==> src/rtl/audio_page_window_table_defines.svh <==
// ----------------------------------------------------------------------------
// audio page window table assertion macros
// shared property forms for the page table checks
// ----------------------------------------------------------------------------
`ifndef AUDIO_PAGE_WINDOW_TABLE_DEFINES_SVH
`define AUDIO_PAGE_WINDOW_TABLE_DEFINES_SVH

// condition implies expression in the same cycle
`define APWT_ASSERT_NOW(label, cond, expr) \
	label: assert property (@(posedge clk) disable iff (!arst_n) (cond) |-> (expr)) \
		else $error("apwt same-cycle check failed");

// condition implies expression in the next cycle
`define APWT_ASSERT_NEXT(label, cond, expr) \
	label: assert property (@(posedge clk) disable iff (!arst_n) (cond) |=> (expr)) \
		else $error("apwt next-cycle check failed");

`endif

==> src/rtl/apwt_pkg.sv <==
// ----------------------------------------------------------------------------
// apwt_pkg
// types and constants of the audio page window table
// ----------------------------------------------------------------------------
`default_nettype none

package apwt_pkg;

	localparam int MAX_PAGES = 8;
	localparam int IDX_W     = (MAX_PAGES > 1) ? $clog2(MAX_PAGES) : 1;
	localparam int NCNT_W    = $clog2(MAX_PAGES + 1);
	localparam int FRAME_W   = 48;
	localparam int GEN_W     = 32;
	localparam int COUNT_W   = 16;
	localparam int CFG_IDX_W = 1;
	localparam int CFG_DATA_W = 16;

	localparam logic [3:0]  ACTIVE_PAGES_RESET = 4'd8;
	localparam logic [15:0] PAGE_FRAMES_RESET  = 16'd4096;

	typedef enum logic [2:0] {
		OP_BEGIN_FILL  = 3'd0,
		OP_CANCEL_FILL = 3'd1,
		OP_PUBLISH     = 3'd2,
		OP_RETIRE      = 3'd3,
		OP_LOOKUP      = 3'd4,
		OP_QUERY       = 3'd5
	} op_t;

	typedef enum logic [2:0] {
		PS_EMPTY   = 3'd0,
		PS_FILLING = 3'd1,
		PS_READY   = 3'd2,
		PS_RETIRED = 3'd4
	} pstate_t;

	typedef enum logic [CFG_IDX_W-1:0] {
		CFG_ACTIVE_PAGES = 1'b0,
		CFG_PAGE_FRAMES  = 1'b1
	} cfg_reg_t;

	typedef enum logic [1:0] {
		FS_IDLE,
		FS_SCAN,
		FS_FINISH
	} fsm_t;

	typedef struct packed {
		logic [2:0]         operation;
		logic [7:0]         page;
		logic [GEN_W-1:0]   stream_gen;
		logic [GEN_W-1:0]   audio_generation;
		logic [FRAME_W-1:0] first_frame;
		logic [COUNT_W-1:0] frame_total;
		logic               final_flag;
		logic [FRAME_W-1:0] seek_frame;
		logic [FRAME_W-1:0] gap_limit;
	} apwt_cmd_t;

	typedef struct packed {
		logic               accepted;
		logic [2:0]         state_code;
		logic [7:0]         hit_page;
		logic [COUNT_W-1:0] page_offset;
		logic [FRAME_W-1:0] hit_start;
		logic [COUNT_W-1:0] hit_frames;
		logic               hit_final;
		logic [FRAME_W-1:0] miss_gap;
	} apwt_result_t;

endpackage

`default_nettype wire

==> src/rtl/audio_page_window_table.sv <==
// ----------------------------------------------------------------------------
// audio_page_window_table
// page state table with descriptor scan for publish overlap and frame lookup
// ----------------------------------------------------------------------------
// usage:
//   a command is taken at a rising edge with start high and busy low; busy
//   stays high until the command is finished. the result appears on result
//   for exactly one cycle with done high and is a transfer at that edge;
//   there is no back-pressure on the result side.
//   cfg_we writes active_pages (index 0) or the frame capacity (index 1) at
//   once; write only while busy is low and no result is pending.
// sequencing:
//   fill, cancel, retire, query and unknown codes go from the accepting edge
//   straight to the finish state, which registers the result and done. with
//   n = min(active_pages, 8) above zero, publish and lookup first walk the n
//   active pages through one shared compare/subtract unit, one page a cycle;
//   a lookup hit or an overlap ends the walk early. one command is in flight
//   at a time: a new command is taken only once busy is low again.
// reset:
//   arst_n clears all page states to empty, restores active_pages 8 and
//   frame capacity 4096 and returns the sequencer to idle.
// ----------------------------------------------------------------------------
`default_nettype none

module audio_page_window_table (
	input  wire logic                        clk,
	input  wire logic                        arst_n,
	input  wire logic                        start,
	output logic                             busy,
	input  wire apwt_pkg::apwt_cmd_t         cmd,
	output logic                             done,
	output apwt_pkg::apwt_result_t           result,
	input  wire logic                        cfg_we,
	input  wire logic [apwt_pkg::CFG_IDX_W-1:0]  cfg_index,
	input  wire logic [apwt_pkg::CFG_DATA_W-1:0] cfg_wdata
);
	import apwt_pkg::*;

	`include "audio_page_window_table_defines.svh"

	// configuration
	logic [3:0]         active_q;
	logic [COUNT_W-1:0] frames_cfg_q;

	// page table
	pstate_t            page_states_q [MAX_PAGES];
	logic [GEN_W-1:0]   desc_gen_q    [MAX_PAGES];
	logic [FRAME_W-1:0] desc_start_q  [MAX_PAGES];
	logic [FRAME_W-1:0] desc_end_q    [MAX_PAGES];
	logic [COUNT_W-1:0] desc_frames_q [MAX_PAGES];
	logic               desc_final_q  [MAX_PAGES];
	logic [GEN_W-1:0]   retire_after_q [MAX_PAGES];

	// command context
	fsm_t               state_q, state_d;
	apwt_cmd_t          cmd_q;
	op_t                op_q;
	logic [NCNT_W-1:0]  n_q;
	logic               valid_q;
	logic               pre_ok_q;
	logic [FRAME_W-1:0] end_q;
	logic               limit_nz_q;
	logic [IDX_W-1:0]   scan_q;
	logic               hit_q;
	logic [IDX_W-1:0]   hit_idx_q;
	logic               overlap_q;
	logic [FRAME_W-1:0] gap_q;
	apwt_result_t       res_q;
	logic               done_q;

	// control
	logic               load;
	logic               scan_step;
	logic               finish;

	// accept-side precompute
	logic [NCNT_W-1:0]  n_next;
	logic               valid_next;
	logic [FRAME_W:0]   end_sum;
	logic               pre_ok_next;
	op_t                op_next;
	logic               scan_next;

	// shared read port
	logic [IDX_W-1:0]   p_idx;
	logic [IDX_W-1:0]   rd_idx;
	pstate_t            rd_state;
	logic [GEN_W-1:0]   rd_gen;
	logic [FRAME_W-1:0] rd_start;
	logic [FRAME_W-1:0] rd_end;
	logic [COUNT_W-1:0] rd_frames;
	logic               rd_final;
	logic [GEN_W-1:0]   rd_retire;

	// scan unit
	logic               ent_match;
	logic               src_ge;
	logic               src_lt_end;
	logic [FRAME_W-1:0] cand_gap;
	logic               hit_now;
	logic               overlap_now;
	logic               gap_upd;
	logic               scan_last;
	logic               scan_stop;

	// finish datapath
	logic               op_ok;
	apwt_result_t       res_d;

	assign busy   = (state_q != FS_IDLE);
	assign done   = done_q;
	assign result = res_q;

	// --- accept-side ---------------------------------------------------------
	always_comb begin
		if (int'(active_q) > MAX_PAGES) begin
			n_next = NCNT_W'(MAX_PAGES);
		end else begin
			n_next = NCNT_W'(active_q);
		end
		valid_next  = int'(cmd.page) < int'(n_next);
		end_sum     = {1'b0, cmd.first_frame} +
			{{(FRAME_W + 1 - COUNT_W){1'b0}}, cmd.frame_total};
		pre_ok_next = (cmd.stream_gen != '0) && (cmd.frame_total != '0) &&
			(cmd.frame_total <= frames_cfg_q) && !end_sum[FRAME_W];
		op_next     = op_t'(cmd.operation);
		scan_next   = ((op_next == OP_PUBLISH) || (op_next == OP_LOOKUP)) && (n_next != '0);
	end

	// --- read port -------------------------------------------------------------
	assign p_idx = cmd_q.page[IDX_W-1:0];

	always_comb begin
		if (state_q == FS_SCAN) begin
			rd_idx = scan_q;
		end else if (op_q == OP_LOOKUP) begin
			rd_idx = hit_idx_q;
		end else begin
			rd_idx = p_idx;
		end
		rd_state  = page_states_q[rd_idx];
		rd_gen    = desc_gen_q[rd_idx];
		rd_start  = desc_start_q[rd_idx];
		rd_end    = desc_end_q[rd_idx];
		rd_frames = desc_frames_q[rd_idx];
		rd_final  = desc_final_q[rd_idx];
		rd_retire = retire_after_q[rd_idx];
	end

	// --- scan unit: one page per cycle -----------------------------------------
	always_comb begin
		ent_match   = (rd_state == PS_READY) && (rd_gen == cmd_q.stream_gen);
		src_ge      = cmd_q.seek_frame >= rd_start;
		src_lt_end  = cmd_q.seek_frame < rd_end;
		cand_gap    = rd_start - cmd_q.seek_frame;
		hit_now     = (op_q == OP_LOOKUP) && ent_match && src_ge && src_lt_end;
		gap_upd     = (op_q == OP_LOOKUP) && ent_match && !src_ge && limit_nz_q &&
			(cand_gap < gap_q);
		// the page being published never overlaps itself
		overlap_now = (op_q == OP_PUBLISH) && ent_match && !(valid_q && scan_q == p_idx) &&
			(cmd_q.first_frame < rd_end) && (rd_start < end_q);
		scan_last   = (int'(scan_q) + 1) == int'(n_q);
		scan_stop   = scan_last || hit_now || overlap_now;
	end

	// --- sequencer -----------------------------------------------------------
	always_ff @(posedge clk or negedge arst_n) begin
		if (!arst_n) begin
			state_q <= FS_IDLE;
		end else begin
			state_q <= state_d;
		end
	end

	always_comb begin
		state_d   = state_q;
		load      = 1'b0;
		scan_step = 1'b0;
		finish    = 1'b0;
		unique case (state_q)
			FS_IDLE: begin
				if (start) begin
					load    = 1'b1;
					state_d = scan_next ? FS_SCAN : FS_FINISH;
				end
			end
			FS_SCAN: begin
				scan_step = 1'b1;
				if (scan_stop) begin
					state_d = FS_FINISH;
				end
			end
			FS_FINISH: begin
				finish  = 1'b1;
				state_d = FS_IDLE;
			end
			default: begin
				state_d = FS_IDLE;
			end
		endcase
	end

	// --- finish: decide, update table, form result -----------------------------
	always_comb begin
		op_ok = 1'b0;
		res_d = '0;
		unique case (op_q)
			OP_BEGIN_FILL: begin
				op_ok = valid_q && ((rd_state == PS_EMPTY) ||
					((rd_state == PS_RETIRED) && (cmd_q.audio_generation >= rd_retire)));
				res_d.accepted = op_ok;
			end
			OP_CANCEL_FILL: begin
				op_ok = valid_q && (rd_state == PS_FILLING);
				res_d.accepted = op_ok;
			end
			OP_PUBLISH: begin
				op_ok = valid_q && (rd_state == PS_FILLING) && pre_ok_q && !overlap_q;
				res_d.accepted = op_ok;
			end
			OP_RETIRE: begin
				op_ok = valid_q && (cmd_q.audio_generation != '0) && (rd_state == PS_READY);
				res_d.accepted = op_ok;
			end
			OP_LOOKUP: begin
				res_d.accepted = hit_q;
				if (hit_q) begin
					res_d.hit_page    = 8'(hit_idx_q);
					res_d.page_offset = cmd_q.seek_frame[COUNT_W-1:0] - rd_start[COUNT_W-1:0];
					res_d.hit_start   = rd_start;
					res_d.hit_frames  = rd_frames;
					res_d.hit_final   = rd_final;
				end else begin
					res_d.miss_gap = gap_q;
				end
			end
			OP_QUERY: begin
				res_d.accepted = valid_q;
				if (valid_q) begin
					res_d.state_code = rd_state;
				end
			end
			default: begin
				op_ok = 1'b0;
			end
		endcase
	end

	// page states carry reset; descriptors are only read once a page is ready or retired
	always_ff @(posedge clk or negedge arst_n) begin
		if (!arst_n) begin
			for (int i = 0; i < MAX_PAGES; i++) begin
				page_states_q[i] <= PS_EMPTY;
			end
		end else if (finish && op_ok) begin
			unique case (op_q)
				OP_BEGIN_FILL:  page_states_q[p_idx] <= PS_FILLING;
				OP_CANCEL_FILL: page_states_q[p_idx] <= PS_EMPTY;
				OP_PUBLISH:     page_states_q[p_idx] <= PS_READY;
				OP_RETIRE:      page_states_q[p_idx] <= PS_RETIRED;
				default:        page_states_q[p_idx] <= page_states_q[p_idx];
			endcase
		end
	end

	always_ff @(posedge clk) begin
		if (finish && op_ok && (op_q == OP_PUBLISH)) begin
			desc_gen_q[p_idx]    <= cmd_q.stream_gen;
			desc_start_q[p_idx]  <= cmd_q.first_frame;
			desc_end_q[p_idx]    <= end_q;
			desc_frames_q[p_idx] <= cmd_q.frame_total;
			desc_final_q[p_idx]  <= cmd_q.final_flag;
		end
		if (finish && op_ok && (op_q == OP_RETIRE)) begin
			retire_after_q[p_idx] <= cmd_q.audio_generation;
		end
	end

	// --- command context and scan accumulators ---------------------------------
	always_ff @(posedge clk) begin
		if (load) begin
			cmd_q      <= cmd;
			op_q       <= op_next;
			n_q        <= n_next;
			valid_q    <= valid_next;
			pre_ok_q   <= pre_ok_next;
			end_q      <= end_sum[FRAME_W-1:0];
			limit_nz_q <= (cmd.gap_limit != '0);
			gap_q      <= cmd.gap_limit;
			scan_q     <= '0;
			hit_q      <= 1'b0;
			hit_idx_q  <= '0;
			overlap_q  <= 1'b0;
		end else if (scan_step) begin
			scan_q <= scan_q + 1'b1;
			if (hit_now) begin
				hit_q     <= 1'b1;
				hit_idx_q <= scan_q;
			end
			if (overlap_now) begin
				overlap_q <= 1'b1;
			end
			if (gap_upd) begin
				gap_q <= cand_gap;
			end
		end
	end

	// --- result and configuration ----------------------------------------------
	always_ff @(posedge clk) begin
		if (finish) begin
			res_q <= res_d;
		end
	end

	always_ff @(posedge clk or negedge arst_n) begin
		if (!arst_n) begin
			done_q <= 1'b0;
		end else begin
			done_q <= finish;
		end
	end

	always_ff @(posedge clk or negedge arst_n) begin
		if (!arst_n) begin
			active_q     <= ACTIVE_PAGES_RESET;
			frames_cfg_q <= PAGE_FRAMES_RESET;
		end else if (cfg_we) begin
			unique case (cfg_reg_t'(cfg_index))
				CFG_ACTIVE_PAGES: active_q     <= cfg_wdata[3:0];
				CFG_PAGE_FRAMES:  frames_cfg_q <= cfg_wdata[COUNT_W-1:0];
				default:          active_q     <= active_q;
			endcase
		end
	end

	// --- assertions ------------------------------------------------------------
	`APWT_ASSERT_NEXT(a_finish_gives_done, state_q == FS_FINISH, done_q && !busy)
	`APWT_ASSERT_NOW(a_scan_in_range, state_q == FS_SCAN, int'(scan_q) < int'(n_q))
	`APWT_ASSERT_NOW(a_gap_only_on_miss, done_q && (res_q.miss_gap != '0), !res_q.accepted)
	`APWT_ASSERT_NEXT(a_accept_goes_busy, start && !busy, busy)

endmodule

`default_nettype wire

==> config.mk <==
export PLATFORM = sky130hd
export DESIGN_NAME = audio_page_window_table
export DESIGN_NICKNAME = d
export VERILOG_FILES = /design/src/rtl/apwt_pkg.sv /design/src/rtl/audio_page_window_table.sv
export VERILOG_INCLUDE_DIRS = /design/src /design/src/rtl
export SDC_FILE = /design/constraint.sdc
export NUM_CORES = 2
export LEC_CHECK = 0
export ABC_AREA = 0
export BUFFER_PORTS_ARGS = -buffer_cell sky130_fd_sc_hd__buf_4
export CAP_MARGIN = 20
export CORE_AREA = 3 3 419 421
export CTS_BUF_LIST = sky130_fd_sc_hd__clkbuf_16
export DETAILED_ROUTE_END_ITERATION = 10
export DIE_AREA = 0 0 422 424
export PLACE_DENSITY = 0.69
export REMOVE_ABC_BUFFERS = 1
export SYNTH_ARGS = -nofsm -noshare
export SYNTH_HDL_FRONTEND = slang
export SYNTH_SLANG_ARGS = --single-unit
==> constraint.sdc <==
create_clock -name clk -period 17.2 [get_ports clk]
set_input_delay 0.86 -clock clk [delete_from_list [all_inputs] [get_ports clk]]
set_output_delay 0.86 -clock clk [all_outputs]
set_load 0.02 [all_outputs]
Word-level counts from Yosys, hierarchy flattened
Memories as Yosys holds them, arrays and structs flattened. A register that Yosys moved wholly into a read port is not among the register bits.
Index checks and enable logic that the tools add are counted.

storage, ports and cells
  register bits = 465
  memories kept = 6
  input port bits = 257
  RAM bits = 1416
  word-level logic and storage cells = 179

cells by class
  equality and inequality tests = 17
  mux-type cells = 30
  reduce and logical (&&, ||, !) cells = 57
  add/subtract/negate cells = 5
  magnitude comparators = 12
  bitwise gates (word level) = 15

memory list
  name            words  bits a word  rd ports  clocked after memory_dff  write ports  line                           source
  desc_end_q      8      48           1         0                         1            audio_page_window_table.sv:49  logic [FRAME_W-1:0] desc_end_q [MAX_PAGES];
  desc_start_q    8      48           1         0                         1            audio_page_window_table.sv:48  logic [FRAME_W-1:0] desc_start_q [MAX_PAGES];
  desc_gen_q      8      32           1         0                         1            audio_page_window_table.sv:47  logic [GEN_W-1:0] desc_gen_q [MAX_PAGES];
  retire_after_q  8      32           1         0                         1            audio_page_window_table.sv:52  logic [GEN_W-1:0] retire_after_q [MAX_PAGES];
  desc_frames_q   8      16           1         1                         1            audio_page_window_table.sv:50  logic [COUNT_W-1:0] desc_frames_q [MAX_PAGES];
  desc_final_q    8      1            1         1                         1            audio_page_window_table.sv:51  logic desc_final_q [MAX_PAGES];

operators with widths
  kind                                                  number
  < comparator 48 bit                                   4
  two-way mux 48 bit                                    3
  case mux 24 bit (4 select lines)                      1
  nonzero test 32 bit                                   2
  adder 48 x 16 -> 49 bit                               1
  AND 16 bit                                            3
  greater-or-equal comparator 48 bit                    1
  inverter 16 bit                                       3
  nonzero test 48 bit                                   1
  subtractor 48 bit                                     1
  equality test 32 bit                                  1
  greater-or-equal comparator 32 bit                    1
  logical AND 1 bit                                     27
  AND 24 bit                                            1
  bitwise mux 24 bit                                    1
  inverter 24 bit                                       1
  bitwise OR 8 bit                                      3
  two-way mux 3 bit                                     7
  binary-select mux 3 bit (select 3 bit)                2
  less-or-equal comparator 16 bit                       1
  AND reduction 2 bit                                   8
  nonzero test 16 bit                                   1
  subtractor 16 bit                                     1
  equality test 3 x 2 -> 1 bit (second input constant)  4
  other kinds (29)                                      57

Logic depth before layout (Yosys ltp)
  word-level depth = 16
  depth in mapped cells = 34
  depth with buffers taken out = 28

Worst setup path after synthesis
No wires, ideal clock.

  path type = register to register
  start point = reg state_q[1]
  end point = mem desc_end_q[7][0], enable pin
  setup time = 0.652 ns
  period minus slack after synthesis = 15.348 ns
  required time = 16.548 ns
  arrival time = 14.696 ns
  path slack = 1.852 ns
  stages on the path, launching flop included = 8
  buffers on the path = 3
  cell sequence = dfrtp_1 -> clkbuf_1 -> clkbuf_1 -> nor2b_1 -> o2111ai_1 -> or4_1 -> clkbuf_1 -> nor2_1

RTL lines
  element                                  line                            source
  from (decl)                              audio_page_window_table.sv:55   fsm_t state_q, state_d;
  from (signal assigned)                   audio_page_window_table.sv:171  state_q <= state_d;
  equality test 2 bit                      audio_page_window_table.sv:180  unique case (state_q)
  two-way mux 1 bit                        audio_page_window_table.sv:180
  net finish                               audio_page_window_table.sv:74   logic finish;
  logical AND 1 bit (2 in series)          audio_page_window_table.sv:267  if (finish && op_ok && (op_q == OP_PUBLISH)) begin
  two-way mux 1 bit                        audio_page_window_table.sv:267
  two-way mux 1 bit (not written as such)  audio_page_window_table.sv:270  desc_end_q[p_idx] <= end_q;
  to (decl)                                audio_page_window_table.sv:49

The timed path passes the listed nets, and every way through them passes these cells. The select of a mux whose other input is x is not followed.

Final worst setup path
  start point = reg op_q[2]
  end point = reg gap_q[6], enable pin

RTL lines
  element                                                                    line                            source
  from (decl)                                                                audio_page_window_table.sv:57   op_t op_q;
  from (signal assigned)                                                     audio_page_window_table.sv:283  op_q <= op_next;
  equality test 3 bit (*)                                                    audio_page_window_table.sv:136  end else if (op_q == OP_LOOKUP) begin
  two-way mux 3 bit (*)                                                      audio_page_window_table.sv:136
  two-way mux 3 bit (*)                                                      audio_page_window_table.sv:134  if (state_q == FS_SCAN) begin
  memory (8 x 48 bit) (*)                                                    -
  net rd_start[4]                                                            audio_page_window_table.sv:89   logic [FRAME_W-1:0] rd_start;
  parallel branches: the longest is 4 deep, another holds subtractor 48 bit  -
  logical AND 1 bit (*)                                                      audio_page_window_table.sv:157  gap_upd = (op_q == OP_LOOKUP) && ent_match && !src_ge && limit_nz_q &&
  nonzero test 2 bit (no source line) (*)                                    -
  AND reduction 2 bit (no source line) (*)                                   -
  to (signal assigned)                                                       audio_page_window_table.sv:289  gap_q <= cmd.gap_limit;
  to (signal assigned)                                                       audio_page_window_table.sv:304  gap_q <= cand_gap;
  to (decl)                                                                  audio_page_window_table.sv:67   logic [FRAME_W-1:0] gap_q;

Mark *: on every way through the listed nets, which the timed path passes. The select of a mux whose other input is x is not followed.
A chain may end at the register's enable or synchronous reset.

==> out/metrics.csv <==
stage,metric,value,unit
clocking,worst_setup_hold_path_clk_slew,70,ps
flow_run,maxCapViolations,0,
placed_design,placedInstanceArea,89600,µm²
clocking,post_cts_buffers,0,
floorplan,std_cell_rows,152,
sta,setup_repair_after_global_routing_missed_its_margin,false,
worst_setup_path,cp_slowest_cell,a211oi_1,
sta,timing_max_transition_violations_final,0,
sta,finClkSkew,47.8,ps
placed_design,gp_congestion,0.951,
power_and_ir_drop,static-leakage-power,0.0358,µW
power_and_ir_drop,share_comb_of_total_power,45.4,%
routing,route.detailed.vias_per_inst,6.07,
floorplan,floorplan.die.width,422,µm
worst_setup_path,worst_r2r_endpoint,gap_q[6]$_DFFE_PP_,
logic_synthesis,synth_enable_flop_cells,1838,
routing,wire_per_inst,26.5,µm
clocking,cts_made_buffers,192,
power_and_ir_drop,ir_worst_vdd,165,µV
finish,post_route_cells_drive_above_1_share,12.4,%
worst_setup_path,reg2reg_setup_slack,6170,ps
floorplan,coreArea,172000,µm²
global_route,grt_antenna_before_repair,3,
clocking,clock_tree_from_tritoncts,yes,
clocking,worstSkewPairLatency,840,ps
logic_synthesis,post_synth_instance_area,84100,µm²
worst_setup_path,worst-r2r-cell-count,29,
worst_setup_path,critPathRequiredTime,17680,ps
sta,max_freq,0.0906,GHz
power_and_ir_drop,switchingPower,7820,µW
sta,hold_viol,0,
sta,final.period_utilization,64.1,%
finish,finalNetCount,7597,
global_route,grt_start_max_net_pins,157,
routing,total_length_of_routed_wires,251000,µm
placed_design,port_buffer_count,394,
sta,finalCriticalPeriod,11030,ps
finish,post_layout_nonfiller_instances,9484,
worst_setup_path,worst-path-max-fanout,156,
power_and_ir_drop,clockPowerShare,21.7,%
logic_synthesis,synth.yosys.seq_area_share,67.2,%
finish,fin_area,95700,µm²
logic_synthesis,synth_warnings,0,
logic_synthesis,synth_cells,6694,
clocking,cts-hold-fix-buffers,0,
worst_setup_path,timing.critical_path.to_type,flop,
floorplan,initial_core_util,49.0,%
worst_setup_path,crit_path_max_incr_delay,920,ps
routing,firstDrtPassIters,6,
logic_synthesis,yosys.cell_types.count,90,
power_and_ir_drop,switching_share,41.9,%
clocking,cts_resized,0,
power_and_ir_drop,power_frac_seq,32.9,%
logic_synthesis,synth_top_flop_cell,edfxtp_1,
routing,dr.first_iter.drc_count,7065,
floorplan,die-height,424,µm
global_route,grt_remaining_overflow,0,
outcome,status,completed,
power_and_ir_drop,cellInternalPower,10800,µW
clocking,cts_htree_levels,4,
logic_synthesis,post_synth.cell_area_avg,12.6,µm²
worst_setup_path,worst_setup_path_start_kind,flop,
power_and_ir_drop,p_per_area,195,nW/µm²
worst_setup_path,r2r_start,op_q[2]$_DFFE_PP_,
logic_synthesis,synth_seq_cells,1893,
sta,fin_setup_tns,0,ps
clocking,clockRootBuffer,clkbuf_16,
finish,layout.filler_cells,13710,
logic_synthesis,async_flop_share,2.48,%
clocking,cts.path.max_buffers,3,
clocking,numClockSinks,1893,
worst_setup_path,setup.worst_path.class,flop to flop,
placed_design,placedCellCount,9131,
sta,worst_slew_margin_rel,18.3,%
floorplan,io_pins,400,
finish,area_growth_syn_to_layout,13.7,%
global_route,via_count_of_the_first_global_routing_pass,54625,
worst_setup_path,critPathMostFrequentCell,a21oi_1,
placed_design,place_hpwl,165000,µm
routing,via_count_of_the_routed_design,57582,
routing,post_route_antenna_net_violation_count,0,
global_route,globalRouteTotalUtil,27.4,%
routing,drt_drc_violations_left,0,
global_route,grt_pass1_wl,365000,µm
sta,max_slew.worst_pin.slew,1210,ps
floorplan,fp.dieArea,179000,µm²
worst_setup_path,worst_ep_arrival_time,11510,ps
worst_hold_path,hold_path_class,primary input to async pin,
sta,report.final.setup_viol,0,
flip-flops by register name, indices dropped and copies added (netlist names), 2 cells and up, named ones only:
register,flops
scan_q,3
op_q,3
retire_after_q,256
frames_cfg_q,16
n_q,4
state_q,2
hit_idx_q,3
desc_final_q,8
desc_start_q,384
desc_end_q,384
desc_frames_q,128
desc_gen_q,256
result,136
cmd_q,180
gap_q,48
end_q,48
active_q,4
final cells by class:
class	count	area (µm²)	area share (%)
repair buffers	506	3840	4.01
well taps	2310	2890	3.02
inverters	232	878	0.918
diodes	1	2.50	0.00261
clock inverters	156	1250	1.31
clock buffers	193	4830	5.05
flip-flops and latches	1893	56500	59.1
multi-input cells	4193	25500	26.6
cells in the mapped netlist (all sizes together), types with 92 or more instances:
| cell type | count | area share (%) |
|---|---|---|
| clkbuf | 311 | 1.4 |
| inv | 232 | 1.0 |
| o21ai | 136 | 0.81 |
| and3 | 162 | 1.2 |
| a311oi | 111 | 1.2 |
| nand3 | 588 | 3.5 |
| ha | 319 | 4.7 |
| edfxtp | 1838 | 66 |
| a31oi | 94 | 0.70 |
| nor2 | 151 | 0.68 |
| a21oi | 163 | 0.97 |
| nand2 | 1416 | 6.3 |
| nand4 | 92 | 0.68 |
placed cells by master, fill, tap and decap left out, types with 19 or more instances in the layout:
cell type	n
edfxtp_1	1838
nand2_1	1411
nand3_1	588
buf_4	501
ha_1	319
inv_1	273
clkbuf_16	193
a21oi_1	163
and3_1	162
o21ai_0	133
nor2_1	132
a311oi_1	111
a31oi_1	94
nand4_1	92
a21o_1	85
nor3_1	85
xnor2_1	74
a211oi_1	56
xor2_1	48
mux2_2	47
dfrtp_1	45
nor4_1	44
and2_1	38
clkinv_1	37
clkinv_2	35
o2111ai_1	32
mux2i_1	30
o211ai_1	28
o21a_1	26
nor2b_1	25
a21boi_0	25
nor4bb_1	23
a2111oi_0	22
and4b_1	22
nor2_4	19
o32ai_1	19
power by group through the flow:
stage	logic, µW	registers, µW	clock network [µW]
after detailed placement	8320	6240	0
after global routing	9260	6190	4290
after CTS	8370	6140	4100
after floorplan	6060	6250	0
after global placement	8170	6220	0
final	8470	6150	4050
cells by family after synthesis:
group | after synthesis | synth area share (%)
simple gates | 2739 | 15.1
compound gates | 920 | 7.63
other cells | 1 | 0.00446
fa+ha+maj | 322 | 4.81
mux | 85 | 1.20
buf+inv | 612 | 2.81
flops | 1893 | 67.2
xor+xnor | 122 | 1.27
routing by layer:
layer / track usage [%] / part of all wire, % / vias up
met5: 0 / 0.0052 / -
met2: 43.6 / 47 / 2795
li1: - / - / 25641
met1: 36.2 / 39 / 28611
met4: 14.9 / 6.0 / 2
met3: 4.70 / 8.4 / 533
stage by stage:
step	setup WS (ps)	power [µW]	hold slack (ps)	utilization [%]
floorplan	-4790	12300	426	-
global placement	6460	14400	435	52.2
detailed placement	6360	14600	440	52.2
CTS	6310	18600	66.0	55.7
global route	5550	19700	92.8	55.7
finish	6170	18700	73.4	55.7
worst max-delay path, delay by kind of cell, from the launching register on:
family | cells | cell delay, ps
AND/OR/NAND/NOR | 6 | 1350
AO/OA/AOI/OAI | 16 | 5250
buffers and inverters | 4 | 2470
flip-flops | 1 | 620
adder cells (fa/ha/maj) | 2 | 600
XOR/XNOR | 1 | 240
worst max-delay path by stage:
stage / slack (ps) / start / depth (start not counted) / endpoint
3_3_place_gp: 6460 / op_q[0]$_DFFE_PP_ / 29 / gap_q[4]$_DFFE_PP_
4_1_cts: 6310 / op_q[2]$_DFFE_PP_ / 29 / gap_q[2]$_DFFE_PP_
5_1_grt: 5550 / op_q[2]$_DFFE_PP_ / 30 / gap_q[0]$_DFFE_PP_
6_report: 6170 / op_q[2]$_DFFE_PP_ / 29 / gap_q[6]$_DFFE_PP_
3_5_place_dp: 6360 / op_q[2]$_DFFE_PP_ / 29 / gap_q[2]$_DFFE_PP_
2_1_floorplan: -4790 / state_q[1]$_DFFE_PN0P_ / 10 / desc_end_q[7][0]$_DFFE_PP_
Power figures use the tool's default switching activity.
